`config.mk`:
```
export PLATFORM = sky130hd
export DESIGN_NAME = rvw_ctrl
export DESIGN_NICKNAME = d
export VERILOG_FILES = /design/src/rvw_pkg.sv /design/src/rvw_ctrl.sv
export SDC_FILE = /design/constraint.sdc
export NUM_CORES = 1
export LEC_CHECK = 0
export BUFFER_PORTS_ARGS = -buffer_cell sky130_fd_sc_hd__buf_2
export CAP_MARGIN = 20
export CELL_PAD_IN_SITES_DETAIL_PLACEMENT = 1
export CELL_PAD_IN_SITES_GLOBAL_PLACEMENT = 1
export CORE_AREA = 2 2 39 41
export DETAILED_ROUTE_END_ITERATION = 12
export DIE_AREA = 0 0 41 43
export GPL_TIMING_DRIVEN = 0
export PLACE_DENSITY_LB_ADDON = 0.1
export SLEW_MARGIN = 5
export SYNTH_ARGS = -nofsm -noshare
export SYNTH_HDL_FRONTEND = slang
export SYNTH_SLANG_ARGS = --single-unit
```
`constraint.sdc`:
```
create_clock -name clk_i -period 1.25 [get_ports clk_i]
set_input_delay 0.125 -clock clk_i [delete_from_list [all_inputs] [get_ports clk_i]]
set_output_delay 0.125 -clock clk_i [all_outputs]
set_load 0.02 [all_outputs]
```
`src/rvw_pkg.sv`:
```
// Package for the rolling VWAP window block.
// Holds the payload types and fixed widths; no dependencies.
package rvw_pkg;

  localparam int unsigned CfgBits = 11;
  localparam int unsigned ValueBits = 32;

  typedef struct packed {
    logic        series_start;
    logic [23:0] high_price;
    logic [23:0] low_price;
    logic [23:0] close_price;
    logic [23:0] bar_volume;
  } bar_t;

  typedef struct packed {
    logic [31:0] vwap_value;
    logic        vwap_valid;
  } vwap_t;

  // Controller commands to the datapath.
  typedef struct packed {
    logic load;      // Capture the input beat and start the ring reads.
    logic update;    // Update sums, write the ring, and start the division.
    logic div_step;  // One restoring division step.
    logic emit;      // Load the output register.
  } rvw_cmd_t;

  // Datapath status to the controller.
  typedef struct packed {
    logic div_done;
  } rvw_sts_t;

endpackage

```
`src/rvw_ctrl.sv`:
```
// Controller for the rolling VWAP window: sequences load, update, divide, emit.
// Depends on rvw_pkg.
module rvw_ctrl (
  input  logic              clk_i,
  input  logic              rst_ni,
  input  logic              in_valid_i,
  output logic              in_stall_o,
  input  logic              out_full_i,
  input  logic              out_stall_i,
  output rvw_pkg::rvw_cmd_t cmd_o,
  input  rvw_pkg::rvw_sts_t sts_i
);
  import rvw_pkg::*;

  typedef enum logic [1:0] {
    StIdle,
    StUpdate,
    StDivide,
    StEmit
  } state_e;

  state_e state_q;

  // The output register frees when empty or when its beat is taken.
  logic out_free;
  assign out_free = !out_full_i || !out_stall_i;

  assign in_stall_o = (state_q != StIdle);

  always_comb begin
    cmd_o = '0;
    cmd_o.load = (state_q == StIdle) && in_valid_i;
    cmd_o.update = (state_q == StUpdate);
    cmd_o.div_step = (state_q == StDivide) && !sts_i.div_done;
    cmd_o.emit = (state_q == StEmit) && out_free;
  end

  // State register.
  always_ff @(posedge clk_i or negedge rst_ni) begin
    if (!rst_ni) begin
      state_q <= StIdle;
    end else begin
      case (state_q)
        StIdle: begin
          if (in_valid_i) state_q <= StUpdate;
        end
        StUpdate: state_q <= StDivide;
        StDivide: begin
          if (sts_i.div_done) state_q <= StEmit;
        end
        StEmit: begin
          if (out_free) state_q <= StIdle;
        end
        default: state_q <= StIdle;
      endcase
    end
  end
endmodule

```
## After elaboration in Yosys (flattened, before gate mapping)

Index checks and enable logic that the tools add are counted.

- Mux-type cells: 4
- Equal/unequal tests: 6
- $mul: 0
- Div/mod/pow operators: 0
- Shift-type cells: 0
- Add/subtract/negate cells: 0
- Reductions and logical operators: 10
- $lt $le $gt $ge: 0
- Bitwise gates (word level): 0

Operators with widths:

| cell | count |
|---|---|
| one-hot mux 2 bit (4 select lines) | 1 |
| 2-to-1 mux 2 bit | 3 |
| inequality test 2 bit, second input constant | 3 |
| == test 2 bit, second input constant | 2 |
| logical AND 1 bit | 3 |
| zero test 1 bit | 3 |
| AND reduction 3 bit | 1 |
| == test 2 x 1 -> 1 bit, second input constant | 1 |
| zero test 2 bit | 1 |
| nonzero test 2 bit | 1 |
| logical OR 1 bit | 1 |

- Bits in registers: 2
- Memory bits (writable): 0
- Latch bits: 0
- Input port bits: 6
- ROM bits: 0
- Memories: 0
- Output and inout port bits: 5
- Word-level logic and storage cells: 21

## Logic depth before layout (Yosys ltp)

- Depth in word-level cells: 4
- Mapped depth: 5
- Gate-level depth less buffers: 5

## Least setup slack after synthesis

OpenSTA, ideal clock, no wires.

- Kind: reg2reg
- Start point: register state_q[0]
- End point: register state_q[1]
- Buffers on the path: 0
- Data required time: 1.125 ns
- Clock period less this slack: 1.346 ns
- Arrival time: 1.221 ns
- Setup slack: -0.096 ns
- Setup time: 0.125 ns
- Cell stages (with the launch flop): 6
- Cell sequence: dfrtp_1 > inv_1 > ha_1 > inv_2 > o221ai_2 > mux2_4

- Longest elaborated chain between the ends: 3
- Elaborated cells on any way between the ends: 9
- Classes of those cells: eq/ne: 6; mux: 1; reduce/logical: 2

RTL lines:

| element | RTL line | RTL |
|---|---|---|
| start, declared | rvw_ctrl.sv:22 | `state_e state_q;` |
| start signal, assigned | rvw_ctrl.sv:41 | `state_q <= StIdle;` |
| start signal, assigned | rvw_ctrl.sv:45 | `if (in_valid_i) state_q <= StUpdate;` |
| start signal, assigned | rvw_ctrl.sv:47 | `StUpdate: state_q <= StDivide;` |
| == test 2 bit / zero test 2 bit (equally long branches) | rvw_ctrl.sv:43 | `case (state_q)` |
| inequality test 2 bit (no source line) | - |  |
| AND reduction 3 bit (no source line) | - |  |

Parallel ways exist; a longest one is shown, timed or not.
A chain may end at the register's enable or synchronous reset.

## Worst setup path in the final report

- Start point: register state_q[1]
- End point: register state_q[1]

Same word-level chain as after synthesis.

==> results.yml <==
sta:
  max_freq_ghz: 0.749
  skew_ns: 0.00484
  setup_viol: 3
  worstMarginPinSlew_ns: 0.199
  tns_ns: -0.154
  hold_viol: 0
  rsz0062_at_grt: "true"
  slew_violations: 0
  fin_hold_ws_ns: 0.215
  fin_ws_ns: -0.0842
  period_share: 1.07
  relSlewSlack: 0.866
  period_minus_slack_ns: 1.33
finish:
  layout.area.seq_sq_um: 50.0
  area_delta_synth_final_pct: 89.7
  layout.nets: 46
  layout_common_cells: "8 x buf_2, 4 x inv_2, 3 x clkbuf_4, 3 x buf_6"
  fill_cells: 170
  top_regs: "state_q x2"
  regMostFlops: "state_q"
  largest_reg_flops: 2
  fin_cells: 50
  final_common_cell: "buf_2"
  multiInputGateArea_sq_um: 145
  n_antenna_cell: 0
  layout-drive-gt1-share: 0.735
drt:
  antenna_left: 0
  drc: 0
  firstDrtPassIters: 2
  routedWlPerCell_um: 10.1
  vias: 190
  via_per_inst: 3.80
  wl_um: 503
  drtIter0Drc: 4
placed_design:
  dpl.hpwl_um: 388
  dp.cells: 44
  dp_slack_ns: -0.132
  portBuffers: 10
  place.gp.congestion: 0.648
pwr:
  pwr-share-seq: 0.156
  p_leak_nw: 0.167
  swShare: 0.423
  clkPwrFrac: 0.157
  power.density_mw_per_mm2: 2600
  ir_drop_mv: 0.713
  pwr-share-comb: 0.687
  p_sw_w: 0.000379
  p_int_w: 0.000516
job:
  max_cap_violations: 0
logic_synthesis:
  synth-simple-area-share: 0.117
  avgSynthCellArea_sq_um: 10.1
  synth_seq_cells: 2
  yosys_warnings: 0
  synth-xor-area-share: 0
  synthAdderAreaFrac: 0.276
  synth_fp_nets: 28
  yosysSeqAreaShare: 0.276
  netlist_instances: 18
  synth_mux_area_frac: 0.0828
  synth_top_family_by_area: "adder cells"
  synth_compound_area_frac: 0.166
  synth_cell_type_count: 10
  synthesis.area_sq_um: 181
worst_setup_path:
  path_class: "reg -> reg"
  setup.worst_path.start_class: "register"
  cp-end-kind: "register"
  cp.required_ns: 1.35
  worst_ep_arrival_time_ns: 1.43
  crit_fanout: 3
clocking:
  clockRootBuffer: "clkbuf_4"
  tritoncts: "built"
  clkTransAtPathRegs_ns: 0.03
  cts_made_buffers: 3
  worst_skew_pair.late_latency_ns: 0.22
  cts.path.max_buffers: 2
  h-tree-depth: 1
  cts_sinks: 2
grt:
  grt_pass1_vias: 191
  antenna_found_initial: 0
  grt_max_degree: 4
  grt_pass1_wl_um: 814
  track_usage: 0.0733
  gr-total-overflow: 0
floorplanning:
  dieWidth_um: 41
  initial_core_util: 0.131
  rows: 14
  dieArea_sq_mm: 0.00176
  die_h_um: 43
  core_area_sq_mm: 0.00138
  io_pins: 11
min_path:
  min-delay-path-class: "in -> async"
outcome:
  violations: "setup timing"
  outcome: "finished with violations"
synth_stat cells:
cell | count | area (sq um)
ha_1 | 4 | 50.1
o221ai_2 | 1 | 15.0
nand3_1 | 2 | 10.0
a21boi_0 | 2 | 15.0
inv_2 | 1 | 3.75
dfrtp_1 | 2 | 50.1
inv_1 | 3 | 11.3
and2_2 | 1 | 7.51
mux2_4 | 1 | 15.0
nor2_1 | 1 | 3.75
path summary, 6_finish.rpt:
check / from / to / slack (ns) / cells after the start
max in group asynchronous: rst_ni / state_q[1]$_DFFE_PN0P_ / 0.93 / 2
min in group clk_i: sts_i / state_q[0]$_DFFE_PN0P_ / 0.37 / 3
min reg2reg: state_q[0]$_DFFE_PN0P_ / state_q[0]$_DFFE_PN0P_ / 0.65 / 2
max reg2reg: state_q[1]$_DFFE_PN0P_ / state_q[1]$_DFFE_PN0P_ / -0.08 / 5
max: state_q[1]$_DFFE_PN0P_ / state_q[1]$_DFFE_PN0P_ / -0.08 / 5
min: rst_ni / state_q[0]$_DFFE_PN0P_ / 0.21 / 2
timing repair:
item                                    CTS  global route
buffers inserted                          1             1
pin swaps                                 2             0
hold buffers                              1             0
hold endpoints to repair                  2             0
gates resized for setup                   5             6
endpoints found under the setup margin    4             5
power by group through the flow:
stage	Clock (W)	Sequential, W	Combinational, W
2_1_floorplan	0	0.000131	0.000341
5_1_grt	0.000159	0.000147	0.000696
3_5_place_dp	0	0.000140	0.000457
3_3_place_gp	0	0.000139	0.000457
4_1_cts	0.000150	0.000136	0.000541
6_report	0.000141	0.000139	0.000614
stage by stage:
| stage | total power, W | utilization | instance area, sq um |
|---|---|---|---|
| floorplan | 0.000471 | - | 184 |
| global placement | 0.000596 | 0.184 | 254 |
| detailed placement | 0.000597 | 0.184 | 254 |
| CTS | 0.000826 | 0.224 | 310 |
| global route | 0.00100 | 0.249 | 344 |
| finish | 0.000895 | 0.249 | 344 |
cell type report:
| class | instances | share of cell area |
|---|---|---|
| multi-input combinational | 12 | 0.422 |
| timing repair buffer | 13 | 0.265 |
| sequential | 2 | 0.145 |
| clock buffer | 3 | 0.0655 |
| tap | 16 | 0.0582 |
| inverter | 4 | 0.0436 |
worst max-delay path: stages (launching register included):
cell and delay, ns:
dfrtp_1 0.40, inv_2 0.10, ha_4 0.14, inv_2 0.05
o221ai_4 0.20, mux2_4 0.32
cell families after synthesis:
group,Yosys count
adder cells (fa/ha/maj),4
AND/OR/NAND/NOR,4
flip-flops,2
multiplexers,1
AO/OA/AOI/OAI,3
buffers and inverters,4
layer usage:
layer  GRT usage  part of all wire  up-vias
li1            -                 -       93
met1      0.0804              0.36       90
met2       0.103              0.58        7
met3      0.0471             0.058        0
met4      0.0400                 0        0
met5           0                 0        -
(Power assumes the default switching activity.)
